$ cat src/hw/rtl/image_histogram_statistics_macros.svh
// ----------------------------------------------------------------------------
// Image histogram statistics: assertion macros
// Concurrent assertion wrappers shared by the design files. They compile to
// nothing when SYNTHESIS is defined.
// ----------------------------------------------------------------------------
`ifndef IMAGE_HISTOGRAM_STATISTICS_MACROS_SVH
`define IMAGE_HISTOGRAM_STATISTICS_MACROS_SVH

`ifndef SYNTHESIS

// The property must hold at every clock edge outside reset.
`define IHS_ASSERT(label, clk, rst, prop, msg) \
   label: assert property (@(posedge clk) disable iff (rst) prop) \
      else $error(msg);

// The condition must never be true outside reset.
`define IHS_ASSERT_NEVER(label, clk, rst, cond, msg) \
   label: assert property (@(posedge clk) disable iff (rst) !(cond)) \
      else $error(msg);

`else

`define IHS_ASSERT(label, clk, rst, prop, msg)

`define IHS_ASSERT_NEVER(label, clk, rst, cond, msg)

`endif

`endif

$ cat src/hw/rtl/ihs_pkg.sv
// ----------------------------------------------------------------------------
// Image histogram statistics package
// Payload types and fixed field widths shared by the design files.
// ----------------------------------------------------------------------------
package ihs_pkg;

   localparam int PIXEL_W    = 8;
   localparam int NUM_LEVELS = 256;
   localparam int COUNT_W    = 25;
   localparam int SUM_W      = 32;
   localparam int MEAN_W     = 16;
   localparam int FRAC_W     = 8;
   localparam int DIVIDEND_W = SUM_W + FRAC_W;
   localparam int STEP_W     = $clog2(DIVIDEND_W);

   localparam logic [COUNT_W-1:0] COUNT_MAX = '1;
   localparam logic [SUM_W-1:0]   SUM_MAX   = '1;
   localparam logic [PIXEL_W-1:0] MIN_RESET = 8'd255;
   localparam logic [PIXEL_W-1:0] MAX_RESET = 8'd0;
   localparam logic [PIXEL_W-1:0] MEDIAN_NONE = 8'd255;

   typedef struct packed {
      logic [PIXEL_W-1:0] pixel;
      logic               last;
   } ihs_req_type;

   typedef struct packed {
      logic [COUNT_W-1:0] pixel_count;
      logic [SUM_W-1:0]   intensity_total;
      logic [PIXEL_W-1:0] min_value;
      logic [PIXEL_W-1:0] max_value;
      logic [PIXEL_W-1:0] median_value;
      logic [MEAN_W-1:0]  mean_q8;
   } ihs_rsp_type;

endpackage

$ cat src/hw/rtl/ihs_mean_div.sv
// ----------------------------------------------------------------------------
// Mean divider
// Restoring divider, one quotient bit per cycle, computing
// floor(sum * 256 / count) and saturating the result to 16 bits.
// ----------------------------------------------------------------------------
module ihs_mean_div (
   input  logic                        clock,
   input  logic                        reset,
   input  logic                        start,
   input  logic [ihs_pkg::SUM_W-1:0]   dividend,
   input  logic [ihs_pkg::COUNT_W-1:0] divisor,
   output logic                        done,
   output logic [ihs_pkg::MEAN_W-1:0]  quotient
);
   import ihs_pkg::*;

   localparam int REM_W = COUNT_W + 1;
   localparam logic [STEP_W-1:0] LAST_STEP = STEP_W'(DIVIDEND_W - 1);

   logic                  busy_ff, busy_in;
   logic                  done_ff, done_in;
   logic [STEP_W-1:0]     step_ff, step_in;
   logic [COUNT_W-1:0]    rem_ff, rem_in;
   logic [COUNT_W-1:0]    div_ff, div_in;
   // Dividend bits shift out at the top while quotient bits shift in below.
   logic [DIVIDEND_W-1:0] num_ff, num_in;

   logic [REM_W-1:0] trial;
   logic             fits;

   always_comb begin
      trial = {rem_ff, num_ff[DIVIDEND_W-1]};
      fits  = trial >= REM_W'(div_ff);

      busy_in = busy_ff;
      done_in = done_ff;
      step_in = step_ff;
      rem_in  = rem_ff;
      div_in  = div_ff;
      num_in  = num_ff;

      if (start) begin
         busy_in = 1'b1;
         done_in = 1'b0;
         step_in = '0;
         rem_in  = '0;
         div_in  = divisor;
         num_in  = {dividend, {FRAC_W{1'b0}}};
      end else if (busy_ff) begin
         rem_in  = fits ? COUNT_W'(trial - REM_W'(div_ff)) : trial[COUNT_W-1:0];
         num_in  = {num_ff[DIVIDEND_W-2:0], fits};
         step_in = step_ff + 1'b1;
         if (step_ff == LAST_STEP) begin
            busy_in = 1'b0;
            done_in = 1'b1;
         end
      end
   end

   always_ff @(posedge clock) begin
      if (reset) begin
         busy_ff <= 1'b0;
         done_ff <= 1'b0;
         step_ff <= '0;
      end else begin
         busy_ff <= busy_in;
         done_ff <= done_in;
         step_ff <= step_in;
      end
      rem_ff <= rem_in;
      div_ff <= div_in;
      num_ff <= num_in;
   end

   assign done     = done_ff;
   assign quotient = (|num_ff[DIVIDEND_W-1:MEAN_W]) ? '1 : num_ff[MEAN_W-1:0];

endmodule

$ cat config.mk
export PLATFORM = sky130hd
export DESIGN_NAME = ihs_mean_div
export DESIGN_NICKNAME = d
export VERILOG_FILES = /design/src/hw/rtl/image_histogram_statistics_macros.svh /design/src/hw/rtl/ihs_pkg.sv /design/src/hw/rtl/ihs_mean_div.sv
export SDC_FILE = /design/constraint.sdc
export NUM_CORES = 1
export LEC_CHECK = 0
export BUFFER_PORTS_ARGS = -buffer_cell sky130_fd_sc_hd__buf_2
export CORE_ASPECT_RATIO = 0.8
export CORE_MARGIN = 2
export CORE_UTILIZATION = 60
export CTS_BUF_LIST = sky130_fd_sc_hd__clkbuf_8
export DETAILED_ROUTE_END_ITERATION = 10
export PLACE_DENSITY_LB_ADDON = 0.2
export SLEW_MARGIN = 25
export SYNTH_ARGS = -nofsm -noshare
export SYNTH_HDL_FRONTEND = slang
export SYNTH_SLANG_ARGS = --single-unit
$ cat constraint.sdc
create_clock -name clock -period 4.7 [get_ports clock]
set_input_delay 1.175 -clock clock [delete_from_list [all_inputs] [get_ports clock]]
set_output_delay 1.175 -clock clock [all_outputs]
set_load 0.01 [all_outputs]
==> results.md, run 1 <==
- Synthesized area: 0.00550 mm²
- Cells along the critical path: nor4_1 > nand4_1 > or3_1 > buf_2
- Hold Crit Class: reg2reg
- Die Height: 89.7 µm
- Antenna Nets Post-Route: 0
- CTS tree: built
- Crit path capture type: primary output
- Worst-path clk slew: 0.09 ns
- Initial Utilization: 0.612
- GRT Overall Usage: 0.265
- Req. time, crit path: 3.52 ns
- Min cycle time layout: 3.53 ns
- CTS sink count: 98
- Clock latency on the worst-skew pair: 0.37 ns
- DRC: 0
- Synth Flop Type: edfxtp_1
- Final Hold Viols: 0
- Final HPWL from detailed placement: 9.39 mm
- CTS root buf: clkbuf_8
- Via count: 4646
- Final Routed Wirelength: 13.2 mm
- IO Pins: 77
- Async SR Flop Fraction: 0
- M2 GR Usage: 0.406
- Die footprint: 0.00996 mm²
- Initial DRC count: 467
- Post-synth top area share: 0.311
- CP max stage delay: 0.55 ns
- Met1 Usage GRT: 0.378
- Initial antenna violation count: 0
- FMAX: 283 MHz
- Global Route met3 Usage: 0.0664
- Status: finished, final reports clean
- Peak fanout along the critical path: 16
- CP Class: reg2out
- Worst vdd ir: 0.255 mV
- Skew final: 0.00931 ns
- H-tree levels: 3
- Worst-Margin Slew: 0.846 ns
- CP startpoint kind: flip-flop
- IO Port Bufs: 76
- CTS Buf Count: 9
- Area grow syn2layout: 10.6%
- Post_cts resized: 0
- Crit path DAT: 2.35 ns
- Pwr/cell area: 321 mW/mm²
- RSZ-0062 raised after global routing: no
- Finished Layout Cells: 739
- GR Overflow Total: 0
- Crit path buf inv count: 1
- R2r worst-path depth: 11
- Cts hold-fix bufs: 0
- DP Cell Count: 723
- Most frequent cells in the layout: buf_2 (76), edfxtp_1 (57), nor2_1 (46), nand2_1 (45), dfxtp_1 (40)
- Die width: 111 µm
- Max Slew Vio Count: 0
- Hold path cells: 2
- Routability congestion estimate: 0.923
- Sequential share of the synthesized area: 0.460
- Delay-heaviest family, CP: simple AND/OR/NAND/NOR gates
- Vias in the first global route: 4223
- Max Buffers Root-to-Sink: 2
- Final period utilization: 0.751
- Post-synth EDFFs: 57
- Worst slew margin: 0.422
- Tot Pwr: 1.95 mW
- Commonest non-fill, non-tap cell in the layout: buf_2
- First-pass GRT wire length: 20.9 mm
- Wirelength per Cell: 17.9 µm
- Final net count: 706
- FP Rows: 31
- Cell accounting for the most synthesized area: edfxtp_1
- Largest net degree at the start of global routing: 67
- Fin Setup TNS: 0 ns
- Worst path depth: 4
- Post-DR vias/cell: 6.29
- N_diodes: 0
- Net Count, Synth: 650
- Synth warn: 0
- CP max-delay cell: nand4_1
- Pleak: 2.50 nW
- GRT Max-Usage Layer: met2
- Fraction of layout cells with a size suffix above 1: 0.173
- Synthesized flop and latch total: 98
- Synth unique cells: 65
- Core area: 0.00900 mm²
- Synth area leaders: edfxtp_1 (31%), dfxtp_1 (15%), ha_1 (5.9%)
- First-pass iteration count of the detailed router: 5
- Maxcap violations: 0
- Avg Cell Area, Syn: 9.77 µm²
- Post-CTS Setup Bufs: 0
- Setup violations, final: 0
- Syn Inst Count: 563
[layer usage]
metal  vias to the layer above  wire length, µm
met5                         -                0
met4                         0              202
met3                        20             1110
met2                       200             5880
met1                      2192             6020
li1                       2234                -
[registers in the layout (all words and copies together) (netlist names)]
signal / count
div_ff: 25
busy_ff: 1
step_ff: 6
num_ff: 40
done: 1
rem_ff: 25
[cells in the mapped netlist, drive strengths merged (11+ instances only)]
library cell	count
edfxtp	57
nor2	47
nand2	45
dfxtp	41
inv	36
a22o	30
clkbuf	30
o21ai	27
ha	26
a21oi	25
or3	20
nand3	19
a311oi	17
xor2	15
o211ai	14
nand4	13
a21o	11
[worst register-to-register path, cell delays in order, from the launching register on]
cell	delay (ns)
edfxtp_1	0.43
inv_1	0.08
ha_1	0.17
inv_1	0.06
fa_1	0.39
a21o_1	0.23
a221oi_4	0.35
o211ai_2	0.21
a2111o_1	0.44
nand3_2	0.40
nand2_1	0.25
a311oi_1	0.29
[final timing paths]
kind	startpoint	end	slack, ns
worst min register to register	num_ff[0]	num_ff[0]	0.50
worst max-delay path	num_ff[24]	quotient[10]	1.17
worst min-delay path	num_ff[0]	num_ff[0]	0.50
worst max register to register	num_ff[39]	rem_ff[12]	1.30
[logic make-up (layout without fill, tap and decap cells)]
kind of cell | Yosys count | after routing | share of synthesized area
and+or+nand+nor | 172 | 172 | 0.151
AOI/OAI and AO/OA | 164 | 164 | 0.224
DFF | 98 | 98 | 0.460
buffers and inverters | 72 | 133 | 0.0518
adders and majority gates | 27 | 27 | 0.0628
xor gates and xnor gates | 22 | 22 | 0.0350
muxes | 8 | 8 | 0.0146
[layout make-up]
| cell class | instances | area (µm²) |
|---|---|---|
| clock buffer | 9 | 124 |
| clock inverter | 7 | 38.8 |
| fill | 752 | 2910 |
| inverter | 36 | 135 |
| multi-input combinational | 393 | 2690 |
| sequential | 98 | 2530 |
| tap | 115 | 144 |
| timing repair buffer | 81 | 418 |
[metrics by stage]
step                      utilization  setup slack [ns]  area (µm²)  hold slack (ns)
final                           0.676              1.17        6090            0.503
after global routing            0.676             0.986        6090            0.537
after CTS                       0.676              1.18        6090            0.508
after detailed placement        0.658              1.42        5920            0.491
after global placement          0.658              1.58        5920            0.471
after floorplan                     -              1.86        5500            0.454
[report_power, final]
part	switching, mW	internal [mW]	total [mW]
logic	0.274	0.181	0.455
registers	0.0407	0.979	1.02
clock network	0.290	0.188	0.478
No activity file was read; power rests on OpenSTA's default activity.
==> run 2, diff against run 1 <==
--- a/config.mk
+++ b/config.mk
@@ -8,7 +8,7 @@
 export BUFFER_PORTS_ARGS = -buffer_cell sky130_fd_sc_hd__buf_2
 export CORE_ASPECT_RATIO = 0.8
 export CORE_MARGIN = 2
-export CORE_UTILIZATION = 60
+export CORE_UTILIZATION = 54
 export CTS_BUF_LIST = sky130_fd_sc_hd__clkbuf_8
 export DETAILED_ROUTE_END_ITERATION = 10
 export PLACE_DENSITY_LB_ADDON = 0.2
==> constraint.sdc (replaced) <==
create_clock -name clock -period 3.1 [get_ports clock]
set_input_delay 0.775 -clock clock [delete_from_list [all_inputs] [get_ports clock]]
set_output_delay 0.775 -clock clock [all_outputs]
set_load 0.01 [all_outputs]
==> results.md, run 2 (synthesis results as in run 1) <==
- Req. time, crit path: 3.41 ns (-0.11 ns)
- Maxcap violations: 0 (unchanged)
- Crit path DAT: 3.28 ns (+0.93 ns)
- Combinational power share: 0.234 (about the same)
- Crit path buf inv count: 2 (+1)
- First-pass iteration count of the detailed router: 5 (unchanged)
- Final period utilization: 0.955
- Clock latency on the worst-skew pair: 0.38 ns (about the same)
- Die Height: 94.3 µm (+5.2%)
- H-tree levels: 3 (unchanged)
- CP startpoint kind: flip-flop
- Initial antenna violation count: 0 (unchanged)
- Routability congestion estimate: 0.949 (+2.9%)
- Initial Utilization: 0.563 (-0.0482)
- CTS root buf: clkbuf_8
- Die footprint: 0.0110 mm² (+11%)
- Max Slew Vio Count: 0 (unchanged)
- Largest Register: num_ff
- Pleak: 2.56 nW (+2.3%)
- Core area: 0.00977 mm² (+8.6%)
- Initial DRC count: 426 (-8.8%)
- Tot Pwr: 3.09 mW (+58%)
- Min cycle time layout: 2.96 ns
- FMAX: 338 MHz
- N_diodes: 0 (unchanged)
- Fillers: 833 (+11%)
- Post-route cell area: 0.00628 mm² (+3.2%)
- Setup violations, final: 0 (unchanged)
- DRC: 0 (unchanged)
- Max Buffers Root-to-Sink: 2 (unchanged)
- Die width: 117 µm (+5.2%)
- Worst vdd ir: 0.335 mV (+31%)
- Antenna Nets Post-Route: 0 (unchanged)
- Clock power share: 0.264 (+0.019)
- Final net count: 717 (+1.6%)
- CTS sink count: 98 (unchanged)
- GRT Overall Usage: 0.252 (-0.0133)
- Cells along the critical path: inv_1 > ha_1 > inv_1 > fa_1 > a21o_1 > a221oi_4 > o211ai_2 > a2111o_1 > and3_4 > o41ai_2 > a31o_1
- Flop pwr share: 0.502 (-0.020)
- Area grow syn2layout: 14.1%
- Via count: 4780 (+2.9%)
- Status: finished, final reports clean
- Worst slew margin: 0.468 (+0.0463)
- First-pass GRT wire length: 21.3 mm (+2.0%)
- IO Pins: 77 (unchanged)
- IO Port Bufs: 76 (unchanged)
- CP max-delay cell: a2111o_1
- Crit path capture type: flip-flop
- Final Routed Wirelength: 13.8 mm (+4.1%)
- Final Hold Viols: 0 (unchanged)
- Peak fanout along the critical path: 10 (-6)
- Worst-Margin Slew: 0.778 ns (-0.0677 ns)
- Worst-path clk slew: 0.09 ns (about the same)
- CP Class: reg2reg
- Sw frac: 0.306 (-0.00342)
- Delay-heaviest family, CP: compound AO/OA/AOI/OAI gates
- Commonest non-fill, non-tap cell in the layout: buf_2
- Vias in the first global route: 4242 (+0.45%)
- Most used cell, CP: inv_1
- Fraction of layout cells with a size suffix above 1: 0.194 (+0.0206)
- Most frequent cells in the layout: buf_2 (76), edfxtp_1 (57), nor2_1 (46), nand2_1 (45), dfxtp_1 (40)
- Hold Crit Class: reg2reg
- Cts hold-fix bufs: 0 (unchanged)
- Internal power: 2.14 mW (+59%)
- Post-DR vias/cell: 6.20 (-1.4%)
- CP max stage delay: 0.50 ns (-0.05 ns)
- Top Registers: num_ff x40, div_ff x25, rem_ff x25
- Max reg flops: 40 (unchanged)
- Largest net degree at the start of global routing: 45 (-33%)
- Pwr/cell area: 491 mW/mm² (+53%)
- FP Rows: 32 (+3.2%)
- CTS tree: built
- Skew final: 0.0113 ns (+0.00201 ns)
- CTS Buf Count: 9 (unchanged)
- Final HPWL from detailed placement: 9.78 mm (+4.2%)
- Psw: 945 µW (+56%)
- GR Overflow Total: 0 (unchanged)
- Placed Area: 0.00601 mm² (+1.4%)
- Wirelength per Cell: 17.9 µm (-0.19%)
run 2: cell count changes in the layout (fill, tap and decap cells not counted), sizes merged:
cell	delta
clkinv	+1
and3	+1
clkinvlp	+1
buf	+10
bufinv	+1
inv	-3
run 2: worst reg2reg max path, delay by kind of cell (launching register included):
| kind | cells | cell delay (ns) |
|---|---|---|
| flip-flops | 1 | 0.41 |
| adder cells (fa/ha/maj) | 2 | 0.55 |
| buffers and inverters | 2 | 0.14 |
| AND/OR/NAND/NOR | 1 | 0.23 |
| AO/OA/AOI/OAI | 6 | 1.58 |
run 2: repair_timing:
| action | 4_1_cts | 5_1_grt |
|---|---|---|
| gates resized for setup | 0 | 11 |
| endpoints found under the setup margin | 0 | 19 |
| buffers inserted | 0 | 4 |
run 2: power groups by stage:
| stage | Sequential (mW) | Combinational, mW | Clock, mW |
|---|---|---|---|
| after floorplan | 1.55 | 0.500 | 0 |
| after global placement | 1.57 | 0.673 | 0 |
| after detailed placement | 1.58 | 0.681 | 0 |
| after CTS | 1.55 | 0.688 | 0.826 |
| after global routing | 1.56 | 0.790 | 0.872 |
| final | 1.55 | 0.722 | 0.814 |
run 2: metrics by stage:
stage	instances	hold WS, ns	setup WS [ns]	TNS, ns	util
finish	771	0.497	0.138	0	0.643
detailed placement	750	0.488	0.132	0	0.615
global route	771	0.538	-0.0337	-0.162	0.643
global placement	750	0.476	0.215	0	0.615
CTS	766	0.500	0.0952	0	0.634
floorplan	563	0.454	0.261	0	-
run 2: metal layers:
layer	wire length, µm	vias up	GRT usage
met5	0	-	0
met4	189	0	0.0618
met3	1040	22	0.0555
met2	6100	207	0.377
met1	6440	2294	0.370
li1	-	2257	-
run 2: layout make-up:
cell class / count / area, µm² / area share
Tap cell: 136 / 170 / 0.0271
Multi-Input combinational cell: 394 / 2740 / 0.437
Clock inverter: 7 / 61.3 / 0.00976
Inverter: 36 / 135 / 0.0215
Clock buffer: 9 / 124 / 0.0197
Timing Repair Buffer: 91 / 513 / 0.0817
Sequential cell: 98 / 2530 / 0.404
run 2: path summary, 6_finish.rpt:
kind                            slack [ns]    endpoint  depth (start not counted)        from
worst min-delay path                  0.50  step_ff[5]                          2  step_ff[5]
worst max-delay path                  0.14  rem_ff[19]                         11  num_ff[39]
worst max register to register        0.14  rem_ff[19]                         11  num_ff[39]
worst min register to register        0.50  step_ff[5]                          2  step_ff[5]
==> run 3, diff against run 2 <==
--- a/config.mk
+++ b/config.mk
@@ -8,8 +8,7 @@
 export BUFFER_PORTS_ARGS = -buffer_cell sky130_fd_sc_hd__buf_2
 export CORE_ASPECT_RATIO = 0.8
 export CORE_MARGIN = 2
-export CORE_UTILIZATION = 54
-export CTS_BUF_LIST = sky130_fd_sc_hd__clkbuf_8
+export CORE_UTILIZATION = 52
 export DETAILED_ROUTE_END_ITERATION = 10
 export PLACE_DENSITY_LB_ADDON = 0.2
 export SLEW_MARGIN = 25
==> constraint.sdc (replaced) <==
create_clock -name clock -period 3.1 [get_ports clock]
set_input_delay 0.155 -clock clock [delete_from_list [all_inputs] [get_ports clock]]
set_output_delay 0.155 -clock clock [all_outputs]
set_load 0.01 [all_outputs]
==> results.md, run 3 (synthesis results as in run 1) <==
- First-pass iteration count of the detailed router: 5 (unchanged)
- Clock power share: 0.325 (+0.061)
- Fin util: 0.646 (+0.00294)
- IO Port Bufs: 76 (unchanged)
- Final net count: 742 (+3.5%)
- CP max-delay cell: a2111o_1
- CTS tree: built
- Area grow syn2layout: 20.6%
- Die footprint: 0.0114 mm² (+3.7%)
- Status: finished, final reports clean
- Worst vdd ir: 0.341 mV (+1.8%)
- Skew final: 0.00472 ns (-0.00660 ns)
- CP startpoint kind: flip-flop
- Worst-Margin Slew: 0.750 ns (-0.0278 ns)
- Tot Pwr: 3.39 mW (+10%)
- FMAX: 338 MHz (about the same)
- Post-DR vias/cell: 5.92 (-4.5%)
- FP Rows: 33 (+3.1%)
- Largest Register: num_ff
- Clock latency on the worst-skew pair: 0.34 ns (-0.04 ns)
- Die width: 119 µm (+1.8%)
- Worst-path clk slew: 0.07 ns (-0.02 ns)
- Max Buffers Root-to-Sink: 2 (unchanged)
- Fin Setup TNS: 0 ns (unchanged)
- CTS sink count: 98 (unchanged)
- Hold Crit Start: dividend[30]
- GRT Overall Usage: 0.238 (-0.0136)
- Via count: 4735 (-0.94%)
- First-pass GRT wire length: 21.4 mm (about the same)
- Cells along the critical path: inv_1 > ha_1 > inv_1 > fa_1 > a21o_1 > a221oi_4 > o211ai_2 > a2111o_1 > and3_4 > o41ai_2 > a31o_1
- Final period utilization: 0.956 (about the same)
- Flop pwr share: 0.458 (-0.044)
- Vias in the first global route: 4311 (+1.6%)
- Min cycle time layout: 2.96 ns (+0.000570 ns)
- Core area: 0.0103 mm² (+5.2%)
- Critical R2R Launch: num_ff[39]
- Commonest non-fill, non-tap cell in the layout: buf_2
- CTS Buf Count: 9 (unchanged)
- IO Pins: 77 (unchanged)
- Sw frac: 0.288 (-0.0179)
- Initial antenna violation count: 0 (unchanged)
- Combinational power share: 0.217 (-0.017)
- GR Overflow Total: 0 (unchanged)
- Final Hold Viols: 0 (unchanged)
- Most used cell, CP: inv_1
- Worst slew margin: 0.487 (+0.0190)
- N_diodes: 0 (unchanged)
- Die Height: 96.0 µm (+1.8%)
- Pwr/cell area: 511 mW/mm² (+4.0%)
- Psw: 979 µW (+3.6%)
- Initial DRC count: 434 (+1.9%)
- Crit path DAT: 3.25 ns (-0.03 ns)
- Initial Utilization: 0.535 (-0.0280)
- Beginning of the critical path: num_ff[39]
- Maxcap violations: 0 (unchanged)
- Req. time, crit path: 3.39 ns (-0.02 ns)
- DRC: 0 (unchanged)
- Peak fanout along the critical path: 10 (unchanged)
- Hold Crit Class: in2reg
- H-tree levels: 3 (unchanged)
- Most frequent cells in the layout: buf_2 (76), edfxtp_1 (57), nor2_1 (46), nand2_1 (45), dfxtp_1 (40)
- Crit path capture type: flip-flop
- Max reg flops: 40 (unchanged)
- Top Registers: num_ff x40, div_ff x25, rem_ff x25
- CP Class: reg2reg
- Final HPWL from detailed placement: 9.69 mm (-1.0%)
- Pleak: 2.72 nW (+6.0%)
- Largest net degree at the start of global routing: 41 (-8.9%)
- Internal power: 2.41 mW (+13%)
- Setup violations, final: 0 (unchanged)
- Max Slew Vio Count: 0 (unchanged)
- CP max stage delay: 0.50 ns (about the same)
- Antenna Nets Post-Route: 0 (unchanged)
- Fraction of layout cells with a size suffix above 1: 0.186 (-0.00734)
- Wirelength per Cell: 17.2 µm (-3.6%)
- Final Routed Wirelength: 13.8 mm (about the same)
- Routability congestion estimate: 0.955 (+0.63%)
- CTS root buf: clkbuf_16
[run 3: stage by stage]
step           cells  setup WS [ns]  cell area [µm²]  hold slack, ns
2_1_floorplan    563          0.261             5500           0.227
3_3_place_gp     753          0.196             6000           0.331
3_5_place_dp     753         0.0865             6000           0.325
4_1_cts          795         0.0539             6560          0.0894
5_1_grt          800        -0.0115             6640           0.105
6_report         800          0.138             6640          0.0916
[run 3: final timing paths]
check | to | cells past startpoint | slack [ns]
min | num_ff[38] | 3 | 0.09
max reg2reg | rem_ff[19] | 11 | 0.14
max | rem_ff[19] | 11 | 0.14
min reg2reg | step_ff[5] | 2 | 0.51
[run 3: power groups by stage]
| stage | registers (mW) | clock network [mW] | logic (mW) |
|---|---|---|---|
| 2_1_floorplan | 1.55 | 0 | 0.500 |
| 3_3_place_gp | 1.58 | 0 | 0.670 |
| 3_5_place_dp | 1.58 | 0 | 0.678 |
| 4_1_cts | 1.55 | 1.13 | 0.708 |
| 5_1_grt | 1.56 | 1.17 | 0.805 |
| 6_report | 1.55 | 1.10 | 0.737 |
[run 3: what timing repair did]
action / 4_1_cts / 5_1_grt
hold buffers: 26 / 0
setup buffers: 0 / 4
resized for setup: 0 / 10
endpoints found under the hold margin: 26 / 0
endpoints found under the setup margin: 0 / 16
[run 3: final cells by class]
cell class / instances / area [µm²]
Clock inverter: 3 / 22.5
Sequential cell: 98 / 2530
Timing Repair Buffer: 116 / 766
Fill cell: 820 / 3640
Tap cell: 140 / 175
Clock buffer: 13 / 272
Multi-Input combinational cell: 394 / 2730
Inverter: 36 / 135
[run 3: metal layers]
layer	vias up	global-route usage	routed length, µm
met5	-	0	0
met4	0	0.0724	224
met3	21	0.0438	893
met2	179	0.360	6050
met1	2222	0.349	6610
li1	2313	-	-
[run 3: critical path: cells and delay by family (launching register included)]
family | cells | cell delay (ns)
simple gates | 1 | 0.24
compound gates | 6 | 1.59
fa+ha+maj | 2 | 0.55
buf+inv | 2 | 0.14
flops | 1 | 0.40
